==> src/sv/multi_channel_task_watchdog_macros.svh <==
// Assertion macros for the multi-channel task watchdog.
// Used by the top level; depends on clk_i and rst_ni being in scope.
`ifndef MULTI_CHANNEL_TASK_WATCHDOG_MACROS_SVH
`define MULTI_CHANNEL_TASK_WATCHDOG_MACROS_SVH

`ifndef SYNTHESIS
// Same-cycle implication, disabled while in reset.
`define MCTW_ASSERT_IMP(lbl, ante, cons) \
  lbl: assert property (@(posedge clk_i) disable iff (!rst_ni) (ante) |-> (cons)) \
    else $error("watchdog assertion failed");
// Next-cycle implication, disabled while in reset.
`define MCTW_ASSERT_NXT(lbl, ante, cons) \
  lbl: assert property (@(posedge clk_i) disable iff (!rst_ni) (ante) |=> (cons)) \
    else $error("watchdog assertion failed");
`else
`define MCTW_ASSERT_IMP(lbl, ante, cons)
`define MCTW_ASSERT_NXT(lbl, ante, cons)
`endif

`endif

==> src/sv/mctw_pkg.sv <==
// Package for the multi-channel task watchdog: payload types, codes,
// constants and controller/datapath interface structs. No dependencies.
`default_nettype none

package mctw_pkg;

  localparam int CHANNELS_DEF = 16;
  localparam int MS_W         = 32;
  localparam int RATE_W       = 14;
  localparam int LIMIT_W      = 8;
  localparam int MISS_W       = 8;
  localparam int TICK_W       = 32;
  localparam int WARN_W       = 16;
  localparam int RCH_W        = 4;
  localparam int ID_W         = 8;
  localparam int REM_W        = 10;
  localparam int RECIP_W      = 29;
  localparam int RECIP_SH     = 38;
  localparam int SEC_W        = MS_W + RECIP_W - RECIP_SH;
  localparam int FRAC_W       = REM_W + RATE_W;
  localparam int CFG_IDX_W    = 1;
  localparam int CFG_DATA_W   = RATE_W;

  localparam logic [REM_W:0]   MS_PER_S       = 11'd1000;
  // Rounded-up 2^38 / 1000; exact quotient for every 32-bit dividend.
  localparam logic [RECIP_W-1:0] RECIP_1000   = 29'h10624DD3;
  localparam logic [MISS_W-1:0] MISS_SAT      = 8'd255;
  localparam logic [RATE_W-1:0] RATE_RESET    = 14'd100;
  localparam logic [LIMIT_W-1:0] LIMIT_RESET  = 8'd3;

  localparam logic [CFG_IDX_W-1:0] CFG_TICK_RATE  = 1'b0;
  localparam logic [CFG_IDX_W-1:0] CFG_MISS_LIMIT = 1'b1;

  typedef enum logic [1:0] {
    OP_TICK     = 2'd0,
    OP_REGISTER = 2'd1,
    OP_FEED     = 2'd2,
    OP_CHECK    = 2'd3
  } op_e;

  typedef enum logic [2:0] {
    ST_IDLE,
    ST_DECODE,
    ST_DIV,
    ST_REG_WR,
    ST_SCAN_RD,
    ST_SCAN_EV
  } state_e;

  typedef struct packed {
    logic [1:0]      opcode;
    logic [ID_W-1:0] channel_id;
    logic [MS_W-1:0] period_ms;
  } cmd_t;

  typedef struct packed {
    logic              ignored;
    logic [WARN_W-1:0] warn_mask;
    logic              restart;
    logic [RCH_W-1:0]  restart_channel;
  } res_t;

  // Commands from the controller to the datapath.
  typedef struct packed {
    logic load;
    logic tick;
    logic feed;
    logic mul;
    logic div_step;
    logic reg_wr;
    logic scan_init;
    logic scan_next;
    logic scan_eval;
    logic finish;
  } ctrl_t;

  // Status from the datapath to the controller.
  typedef struct packed {
    op_e  op;
    logic oob;
    logic idx_active;
    logic idx_last;
    logic div_done;
    logic hit;
  } stat_t;

endpackage

`default_nettype wire

==> src/sv/multi_channel_task_watchdog.sv <==
// Top level of the multi-channel task watchdog: controller plus datapath.
// Depends on mctw_pkg, mctw_ctrl, mctw_dp and the assertion macro header.
//
//   Channel   Ports                                   Transfer
//   command   start_i, busy_o, cmd_i                  start_i high while busy_o low
//   result    result_valid_o, res_o                   one-cycle strobe, cannot stall
//   config    cfg_we_i, cfg_idx_i, cfg_data_i         every edge with cfg_we_i high
//
// A tick, a feed or an out-of-range register is done in the decode state; the
// result strobe follows in the cycle after the last busy cycle, and the next
// command can be taken in that same cycle. A register passes through decode,
// the pipelined millisecond to tick scaling steps and a write of the channel.
// A check decodes, then visits each channel in turn, reading the memories and
// evaluating only the active ones; it ends after the last channel, or earlier
// when a restart ends the scan.
// Reset is asynchronous and clears control state; the channel memories need no
// clearing pass, since a channel is only evaluated once registration has written it.
// The result side cannot stall, so every result is offered for exactly one cycle.
`default_nettype none
`include "multi_channel_task_watchdog_macros.svh"

module multi_channel_task_watchdog #(
  parameter int CHANNELS = mctw_pkg::CHANNELS_DEF
) (
  input  wire logic                            clk_i,
  input  wire logic                            rst_ni,
  input  wire logic                            start_i,
  output logic                                 busy_o,
  input  wire mctw_pkg::cmd_t                  cmd_i,
  output logic                                 result_valid_o,
  output mctw_pkg::res_t                       res_o,
  input  wire logic                            cfg_we_i,
  input  wire logic [mctw_pkg::CFG_IDX_W-1:0]  cfg_idx_i,
  input  wire logic [mctw_pkg::CFG_DATA_W-1:0] cfg_data_i
);
  import mctw_pkg::*;

  ctrl_t ctrl;
  stat_t stat;

  // The controller only sequences and holds just its state register; all other state lives in the datapath.
  mctw_ctrl u_ctrl (
    .clk_i   (clk_i),
    .rst_ni  (rst_ni),
    .start_i (start_i),
    .stat_i  (stat),
    .ctrl_o  (ctrl),
    .busy_o  (busy_o)
  );

  // The datapath holds the tick counter, configuration, the active flags and
  // the three per-channel memories, and registers the result transfer.
  mctw_dp #(
    .CHANNELS (CHANNELS)
  ) u_dp (
    .clk_i          (clk_i),
    .rst_ni         (rst_ni),
    .cmd_i          (cmd_i),
    .cfg_we_i       (cfg_we_i),
    .cfg_idx_i      (cfg_idx_i),
    .cfg_data_i     (cfg_data_i),
    .ctrl_i         (ctrl),
    .stat_o         (stat),
    .result_valid_o (result_valid_o),
    .res_o          (res_o)
  );

  // A result can only follow a cycle in which a command was being worked on.
  `MCTW_ASSERT_IMP(a_result_after_busy, result_valid_o, $past(busy_o))
  // An accepted command makes the block busy in the next cycle.
  `MCTW_ASSERT_NXT(a_accept_busy, start_i && !busy_o, busy_o)
  // Without a restart the reported channel is zero.
  `MCTW_ASSERT_IMP(a_rch_zero, result_valid_o && !res_o.restart, res_o.restart_channel == '0)
  // An ignored command never carries check results.
  `MCTW_ASSERT_IMP(a_ignored_clean, result_valid_o && res_o.ignored,
                   (res_o.warn_mask == '0) && !res_o.restart)

endmodule

`default_nettype wire

==> src/sv/mctw_ctrl.sv <==
// Controller state machine of the multi-channel task watchdog.
// Depends on mctw_pkg; drives the datapath through ctrl_t.
`default_nettype none

module mctw_ctrl (
  input  wire logic           clk_i,
  input  wire logic           rst_ni,
  input  wire logic           start_i,
  input  wire mctw_pkg::stat_t stat_i,
  output mctw_pkg::ctrl_t     ctrl_o,
  output logic                busy_o
);
  import mctw_pkg::*;

  state_e state_q, state_d;

  always_ff @(posedge clk_i or negedge rst_ni) begin
    if (!rst_ni) begin
      state_q <= ST_IDLE;
    end else begin
      state_q <= state_d;
    end
  end

  always_comb begin
    state_d = state_q;
    unique case (state_q)
      ST_IDLE: begin
        if (start_i) state_d = ST_DECODE;
      end
      ST_DECODE: begin
        unique case (stat_i.op)
          OP_TICK:     state_d = ST_IDLE;
          OP_REGISTER: state_d = stat_i.oob ? ST_IDLE : ST_DIV;
          OP_FEED:     state_d = ST_IDLE;
          OP_CHECK:    state_d = ST_SCAN_RD;
        endcase
      end
      ST_DIV: begin
        if (stat_i.div_done) state_d = ST_REG_WR;
      end
      ST_REG_WR: state_d = ST_IDLE;
      ST_SCAN_RD: begin
        priority if (stat_i.idx_active) state_d = ST_SCAN_EV;
        else if (stat_i.idx_last)       state_d = ST_IDLE;
      end
      ST_SCAN_EV: begin
        if (stat_i.hit || stat_i.idx_last) state_d = ST_IDLE;
        else                               state_d = ST_SCAN_RD;
      end
      default: state_d = ST_IDLE;
    endcase
  end

  always_comb begin
    ctrl_o = '0;
    unique case (state_q)
      ST_IDLE: ctrl_o.load = start_i;
      ST_DECODE: begin
        unique case (stat_i.op)
          OP_TICK: begin
            ctrl_o.tick   = 1'b1;
            ctrl_o.finish = 1'b1;
          end
          OP_REGISTER: begin
            ctrl_o.mul    = !stat_i.oob;
            ctrl_o.finish = stat_i.oob;
          end
          OP_FEED: begin
            ctrl_o.feed   = !stat_i.oob;
            ctrl_o.finish = 1'b1;
          end
          OP_CHECK: ctrl_o.scan_init = 1'b1;
        endcase
      end
      ST_DIV: ctrl_o.div_step = 1'b1;
      ST_REG_WR: begin
        ctrl_o.reg_wr = 1'b1;
        ctrl_o.finish = 1'b1;
      end
      ST_SCAN_RD: begin
        if (!stat_i.idx_active) begin
          ctrl_o.finish    = stat_i.idx_last;
          ctrl_o.scan_next = !stat_i.idx_last;
        end
      end
      ST_SCAN_EV: begin
        ctrl_o.scan_eval = 1'b1;
        ctrl_o.finish    = stat_i.hit || stat_i.idx_last;
        ctrl_o.scan_next = !(stat_i.hit || stat_i.idx_last);
      end
      default: ctrl_o = '0;
    endcase
  end

  assign busy_o = (state_q != ST_IDLE);

endmodule

`default_nettype wire

==> src/sv/mctw_dp.sv <==
// Datapath of the multi-channel task watchdog: registers, channel memories,
// timeout scaler and scan evaluation. Depends on mctw_pkg; driven by mctw_ctrl.
`default_nettype none

module mctw_dp #(
  parameter int CHANNELS = mctw_pkg::CHANNELS_DEF
) (
  input  wire logic                                 clk_i,
  input  wire logic                                 rst_ni,
  input  wire mctw_pkg::cmd_t                       cmd_i,
  input  wire logic                                 cfg_we_i,
  input  wire logic [mctw_pkg::CFG_IDX_W-1:0]       cfg_idx_i,
  input  wire logic [mctw_pkg::CFG_DATA_W-1:0]      cfg_data_i,
  input  wire mctw_pkg::ctrl_t                      ctrl_i,
  output mctw_pkg::stat_t                           stat_o,
  output logic                                      result_valid_o,
  output mctw_pkg::res_t                            res_o
);
  import mctw_pkg::*;

  localparam int CH_W      = (CHANNELS > 1) ? $clog2(CHANNELS) : 1;
  localparam int DIV_STEPS = 4;
  localparam int CNT_W     = $clog2(DIV_STEPS);
  localparam int SECP_W    = MS_W + RECIP_W;
  localparam int PARTP_W   = FRAC_W + RECIP_W;
  localparam int FRACQ_W   = PARTP_W - RECIP_SH;

  cmd_t               cmd_q;
  logic [TICK_W-1:0]  now_q;
  logic [RATE_W-1:0]  rate_q;
  logic [LIMIT_W-1:0] limit_q;
  logic [CHANNELS-1:0] active_q;
  logic [CH_W-1:0]    idx_q;
  logic [SEC_W-1:0]   sec_q;
  logic [TICK_W-1:0]  prod_q;
  logic [REM_W-1:0]   rem_q;
  logic [FRAC_W-1:0]  part_q;
  logic [FRACQ_W-1:0] frac_q;
  logic [TICK_W-1:0]  quo_q;
  logic [CNT_W-1:0]   cnt_q;
  logic [WARN_W-1:0]  warn_q;
  res_t               res_q;
  logic               res_valid_q;

  logic [TICK_W-1:0]  to_mem [CHANNELS];
  logic [TICK_W-1:0]  lf_mem [CHANNELS];
  logic [MISS_W-1:0]  ms_mem [CHANNELS];
  logic [TICK_W-1:0]  to_rd_q;
  logic [TICK_W-1:0]  lf_rd_q;
  logic [MISS_W-1:0]  ms_rd_q;

  logic [CH_W-1:0]    id_addr;
  logic               oob;
  logic               feed_wr;
  logic [SECP_W-1:0]  sec_prod;
  logic [MS_W-1:0]    sec_ms;
  logic [PARTP_W-1:0] part_prod;
  logic [TICK_W-1:0]  scaled_tk;
  logic [TICK_W-1:0]  elapsed;
  logic               late;
  logic [MISS_W-1:0]  miss_inc;
  logic [MISS_W-1:0]  miss_new;
  logic               hit;
  logic [ID_W-1:0]    idx_ext;
  logic [WARN_W-1:0]  warn_d;
  logic               ms_we;
  logic [CH_W-1:0]    ms_wa;
  logic [MISS_W-1:0]  ms_wd;
  res_t               res_d;

  assign id_addr = cmd_q.channel_id[CH_W-1:0];
  assign oob     = {1'b0, cmd_q.channel_id} >= (ID_W + 1)'(CHANNELS);
  assign feed_wr = ctrl_i.feed && active_q[id_addr];

  // Milliseconds to ticks as whole seconds times the rate plus the share of the
  // leftover milliseconds. Each division by one thousand is a multiply by the
  // rounded-up reciprocal and a shift; the steps fill sec_q, then rem_q and prod_q, part_q, frac_q and quo_q.
  assign sec_prod  = SECP_W'(cmd_q.period_ms) * SECP_W'(RECIP_1000);
  assign sec_ms    = MS_W'(sec_q) * MS_W'(MS_PER_S);
  assign part_prod = PARTP_W'(part_q) * PARTP_W'(RECIP_1000);
  assign scaled_tk = (quo_q == '0) ? TICK_W'(1) : quo_q;

  // Scan evaluation of the channel at idx_q from the registered reads.
  assign elapsed  = now_q - lf_rd_q;
  assign late     = elapsed > to_rd_q;
  assign miss_inc = (ms_rd_q != MISS_SAT) ? ms_rd_q + MISS_W'(1) : ms_rd_q;
  assign miss_new = late ? miss_inc : '0;
  assign hit      = late && (miss_new >= limit_q);
  assign idx_ext  = ID_W'(idx_q);

  always_comb begin
    warn_d = warn_q;
    if (ctrl_i.scan_eval && late && (miss_new == MISS_W'(1)) && (idx_ext < ID_W'(WARN_W))) begin
      warn_d = warn_q | (WARN_W'(1) << idx_ext[RCH_W-1:0]);
    end
  end

  always_comb begin
    ms_we = ctrl_i.reg_wr || feed_wr || ctrl_i.scan_eval;
    ms_wa = ctrl_i.scan_eval ? idx_q : id_addr;
    ms_wd = ctrl_i.scan_eval ? miss_new : '0;
  end

  always_comb begin
    res_d.ignored         = oob && ((op_e'(cmd_q.opcode) == OP_REGISTER) ||
                                    (op_e'(cmd_q.opcode) == OP_FEED));
    res_d.warn_mask       = warn_d;
    res_d.restart         = ctrl_i.scan_eval && hit;
    res_d.restart_channel = (ctrl_i.scan_eval && hit) ? idx_ext[RCH_W-1:0] : '0;
  end

  always_ff @(posedge clk_i or negedge rst_ni) begin
    if (!rst_ni) begin
      now_q       <= '0;
      rate_q      <= RATE_RESET;
      limit_q     <= LIMIT_RESET;
      active_q    <= '0;
      idx_q       <= '0;
      warn_q      <= '0;
      res_valid_q <= 1'b0;
    end else begin
      res_valid_q <= ctrl_i.finish;
      if (cfg_we_i && (cfg_idx_i == CFG_TICK_RATE))  rate_q  <= cfg_data_i[RATE_W-1:0];
      if (cfg_we_i && (cfg_idx_i == CFG_MISS_LIMIT)) limit_q <= cfg_data_i[LIMIT_W-1:0];
      if (ctrl_i.tick)   now_q <= now_q + TICK_W'(1);
      if (ctrl_i.reg_wr) active_q[id_addr] <= 1'b1;
      if (ctrl_i.load)   warn_q <= '0;
      else               warn_q <= warn_d;
      if (ctrl_i.scan_init)      idx_q <= '0;
      else if (ctrl_i.scan_next) idx_q <= idx_q + CH_W'(1);
    end
  end

  // Payload registers: no reset needed.
  always_ff @(posedge clk_i) begin
    if (ctrl_i.load) cmd_q <= cmd_i;
    if (ctrl_i.finish) res_q <= res_d;
    if (ctrl_i.mul) begin
      sec_q <= sec_prod[SECP_W-1:RECIP_SH];
      cnt_q <= '0;
    end else if (ctrl_i.div_step) begin
      rem_q  <= REM_W'(cmd_q.period_ms - sec_ms);
      prod_q <= TICK_W'(sec_q) * TICK_W'(rate_q);
      part_q <= FRAC_W'(rem_q) * FRAC_W'(rate_q);
      frac_q <= part_prod[PARTP_W-1:RECIP_SH];
      quo_q  <= prod_q + TICK_W'(frac_q);
      cnt_q  <= cnt_q + CNT_W'(1);
    end
  end

  // Channel memories: one write and one registered read a cycle.
  always_ff @(posedge clk_i) begin
    if (ctrl_i.reg_wr) to_mem[id_addr] <= scaled_tk;
    to_rd_q <= to_mem[idx_q];
  end

  always_ff @(posedge clk_i) begin
    if (ctrl_i.reg_wr || feed_wr) lf_mem[id_addr] <= now_q;
    lf_rd_q <= lf_mem[idx_q];
  end

  always_ff @(posedge clk_i) begin
    if (ms_we) ms_mem[ms_wa] <= ms_wd;
    ms_rd_q <= ms_mem[idx_q];
  end

  always_comb begin
    stat_o.op         = op_e'(cmd_q.opcode);
    stat_o.oob        = oob;
    stat_o.idx_active = active_q[idx_q];
    stat_o.idx_last   = (idx_q == CH_W'(CHANNELS - 1));
    stat_o.div_done   = (cnt_q == CNT_W'(DIV_STEPS - 1));
    stat_o.hit        = hit;
  end

  assign result_valid_o = res_valid_q;
  assign res_o          = res_q;

endmodule

`default_nettype wire
==> config.mk <==
export PLATFORM = sky130hd
export DESIGN_NAME = multi_channel_task_watchdog
export DESIGN_NICKNAME = d
export VERILOG_FILES = /design/src/sv/mctw_pkg.sv /design/src/sv/multi_channel_task_watchdog.sv /design/src/sv/mctw_ctrl.sv /design/src/sv/mctw_dp.sv
export VERILOG_INCLUDE_DIRS = /design/src /design/src/sv
export SDC_FILE = /design/constraint.sdc
export NUM_CORES = 2
export LEC_CHECK = 0
export ABC_AREA = 0
export BUFFER_PORTS_ARGS = -buffer_cell sky130_fd_sc_hd__buf_2
export CORE_ASPECT_RATIO = 1.1
export CORE_MARGIN = 10
export CORE_UTILIZATION = 57
export DETAILED_ROUTE_END_ITERATION = 8
export PLACE_DENSITY = 0.77
export SYNTH_ARGS = -nofsm -noshare
export SYNTH_HDL_FRONTEND = slang
export SYNTH_HIERARCHICAL = 1
export SYNTH_SLANG_ARGS = --single-unit
==> constraint.sdc <==
create_clock -name clk_i -period 13.7 [get_ports clk_i]
set_input_delay 0.685 -clock clk_i [delete_from_list [all_inputs] [get_ports clk_i]]
set_output_delay 0.685 -clock clk_i [all_outputs]
set_load 0.01 [all_outputs]
==> flow_metrics.py <==
metrics = {
    "timing": {
        "slew_headroom": 0.1798,
        "fin_tns_setup_ns": 0,
        "max_freq_ghz": 0.1251,
        "finalMaxSlewViolations": 0,
        "fin_crit_ns": 7.994,
        "finalHoldViolCount": 0,
        "setup_viol": 0,
        "fin_worst_skew_ns": 0.08045,
        "setup_slack_ns": 5.706,
        "worstMarginPinSlew_ns": 1.228,
        "finalCritPeriodShare": 0.5835,
        "grt_setup_unrepaired": "no",
    },
    "synth": {
        "synth_edf_count": 1352,
        "synthFlopType": "edfxtp_1",
        "synth.avg_cell_area_um2": 13.95,
        "ys_ff_latch": 1520,
        "synth_top_cell_area_share": 0.4171,
        "syn_inst": 6977,
        "ys_warn_count": 6,
        "synth.top_cells.by_area": "edfxtp_1 (42%), fa_1 (17%), ha_1 (12%), mux4_2 (8.6%), inv_1 (5.1%)",
        "synth_cell_type_count": 89,
        "synth_area_leader_cell": "edfxtp_1",
        "ys_seq_area_frac": 0.4566,
        "syn_area_mm2": 0.09732,
        "synthArstFlopShare": 0.06184,
        "syn_nets": 8777,
    },
    "global_routing": {
        "grt_pass1_wl_um": 355700,
        "overflow": 0,
        "grt_max_degree": 72,
        "grt_pass1_vias": 61140,
        "antenna_found_initial": 4,
        "track_usage": 0.2480,
    },
    "clock_tree": {
        "clock_path_buffers": 3,
        "cts-resized-gates": 0,
        "htree_levels": 4,
        "cts_root_buf": "clkbuf_16",
        "postCtsHoldBufs": 3,
        "postCtsSetupBuffers": 0,
        "cts_tree": "done",
        "numCtsBuffers": 150,
        "clk_pin_slew_worst_paths_ns": 0.06,
        "clock_sink_count": 1520,
        "clkLatencyLatePin_ns": 0.81,
    },
    "place": {
        "dp_hpwl_um": 153600,
        "io_buffers": 84,
        "gp_congestion": 0.9788,
        "pre_cts_ws_ns": 5.902,
    },
    "cells_and_area": {
        "area_delta_synth_final_pct": 8.598,
        "fill_cells": 12280,
        "fin_util": 0.6207,
        "drive_gt1_frac": 0.1220,
        "register_area_mm2": 0.04445,
        "multi_input_area_mm2": 0.04734,
        "finalNetCount": 8865,
    },
    "worst_setup_path": {
        "crit_path_end_kind": "register",
        "cpMostUsedCell": "ha_1",
        "crit_path_max_incr_delay_ns": 0.77,
        "arrival_ns": 8.41,
        "startpoint_type": "register",
        "crit_fanout": 23,
        "required_ns": 14.12,
        "crit_slowest_cell": "dfrtp_1",
        "critPathKind": "register to register",
    },
    "floorplan": {
        "die_w_um": 414.0,
        "die_h_um": 453.4,
        "coreArea_mm2": 0.1703,
        "die_area_mm2": 0.1877,
        "rows": 159,
        "start_util": 0.5715,
        "ios": 85,
    },
    "drt": {
        "drcViolationCount": 0,
        "vias": 55870,
        "first_pass_iters": 6,
        "ant_nets": 0,
        "drtIter0Drc": 4680,
        "avgRoutedWirePerCell_um": 24.02,
        "viasPerCell": 5.907,
        "wl_um": 227200,
    },
    "status": {
        "status": "finished, final reports clean",
    },
    "job": {
        "drv_cap": 0,
    },
    "min_path": {
        "hold_path.class": "input pin to register",
    },
}
==> worst paths after layout <==
| check | from | to | slack [ns] | cells past startpoint |
|---|---|---|---|---|
| max in group asynchronous | rst_ni | u_dp/idx_q[2]$_DFFE_PN0P_ | 11.86 | 3 |
| min in group asynchronous | rst_ni | u_dp/now_q[11]$_DFFE_PN0P_ | 0.50 | 2 |
| hold reg to reg | u_dp/warn_q[15]$_DFF_PN0_ | u_dp/warn_q[15]$_DFF_PN0_ | 0.48 | 2 |
| setup / recovery | u_dp/now_q[1]$_DFFE_PN0P_ | u_dp/res_o[11]$_DFFE_PP_ | 5.71 | 27 |
| setup reg to reg | u_dp/now_q[1]$_DFFE_PN0P_ | u_dp/res_o[11]$_DFFE_PP_ | 5.71 | 27 |
| hold / removal | cmd_i[37] | u_dp/cmd_q[37]$_DFFE_PP_ | 0.06 | 1 |
==> synthesized netlist by cell type (all sizes together) (29+ instances only) <==
cell,count
nor3,36
inv,1320
edfxtp,1352
clkbuf,183
o21ai,87
a31oi,32
nand3,67
and3,33
a21o,82
nand4,37
fa,844
a21oi,133
nand2,377
dfxtp,74
and2,194
nor2,197
xnor2,130
ha,895
xor2,56
mux4,370
dfrtp,89
or2,29
buf,38
==> kinds of logic (layout without fill, tap and decap cells) <==
group,after synthesis,count (layout),share of synthesized area
adders and majority gates,1739,1739,0.2887
buffers and inverters,1541,1759,0.05974
DFF,1520,1520,0.4566
and+or+nand+nor,1087,1087,0.05492
AOI/OAI and AO/OA,506,506,0.03452
muxes,398,398,0.08881
xor gates and xnor gates,186,186,0.01674
other,0,9,0
==> cell usage in the layout (no fill, tap or decap), types with 83 or more instances in the layout <==
cell type  count
nand2_1      376
fa_1         844
nor2_1       164
edfxtp_1    1352
buf_2         83
inv_1       1319
xnor2_1      130
clkbuf_16    151
a21oi_1      132
ha_1         895
o21ai_0       84
dfrtp_1       86
and2_1       194
mux4_2       370
==> area by class of cell <==
class / count / share of cell area
multi-input cells: 3916 / 0.4479
flip-flops and latches: 1520 / 0.4206
inverters: 1320 / 0.04693
clock buffers: 201 / 0.03923
well taps: 2254 / 0.02668
repair buffers: 157 / 0.009257
clock inverters: 81 / 0.009186
diodes: 9 / 0.0002131
==> metal layers <==
metal	wire [µm]	global-route usage	share of wire
met1	86420	0.3151	0.38
met2	116100	0.4313	0.51
met3	15490	0.03568	0.068
met4	9158	0.09471	0.040
met5	27	0	0.00012
==> critical path: cells and delay by family, from the launching register on <==
kind / cells / cell delay, ns
AO/OA/AOI/OAI: 15 / 3.93
XOR/XNOR: 1 / 0.13
adder cells (fa/ha/maj): 3 / 0.93
buffers and inverters: 1 / 0.20
flip-flops: 1 / 0.77
AND/OR/NAND/NOR: 7 / 1.61
==> per-stage QoR <==
stage | area (µm²) | cells | hold slack (ns)
after detailed placement | 100500 | 9164 | 0.4755
after CTS | 105700 | 9449 | 0.002883
after floorplan | 97320 | 6977 | 0.3894
after global routing | 105700 | 9458 | 0.01953
after global placement | 100500 | 9164 | 0.4653
final | 105700 | 9458 | 0.05542
==> registers in the layout, indices dropped and copies added (netlist names), 2 cells and up <==
register,count
u_dp/lf_mem,512
u_dp/to_mem,512
u_dp/ms_mem,128
u_dp/cmd_q,40
u_dp/lf_rd_q,32
u_dp/now_q,32
u_dp/prod_q,32
u_dp/quo_q,32
u_dp/to_rd_q,32
u_dp/part_q,24
u_dp/sec_q,23
u_dp/res_o,22
u_dp/active_q,16
u_dp/warn_q,16
u_dp/frac_q,15
u_dp/rate_q,14
u_dp/rem_q,10
u_dp/limit_q,8
u_dp/ms_rd_q,8
u_dp/idx_q,4
u_ctrl/state_q,3
u_dp/cnt_q,2
u_dp/stat_o,2
Power is left out: the tool's default activity adds up to more than one toggle a clock period on the data nets, which glitch-free logic cannot reach.
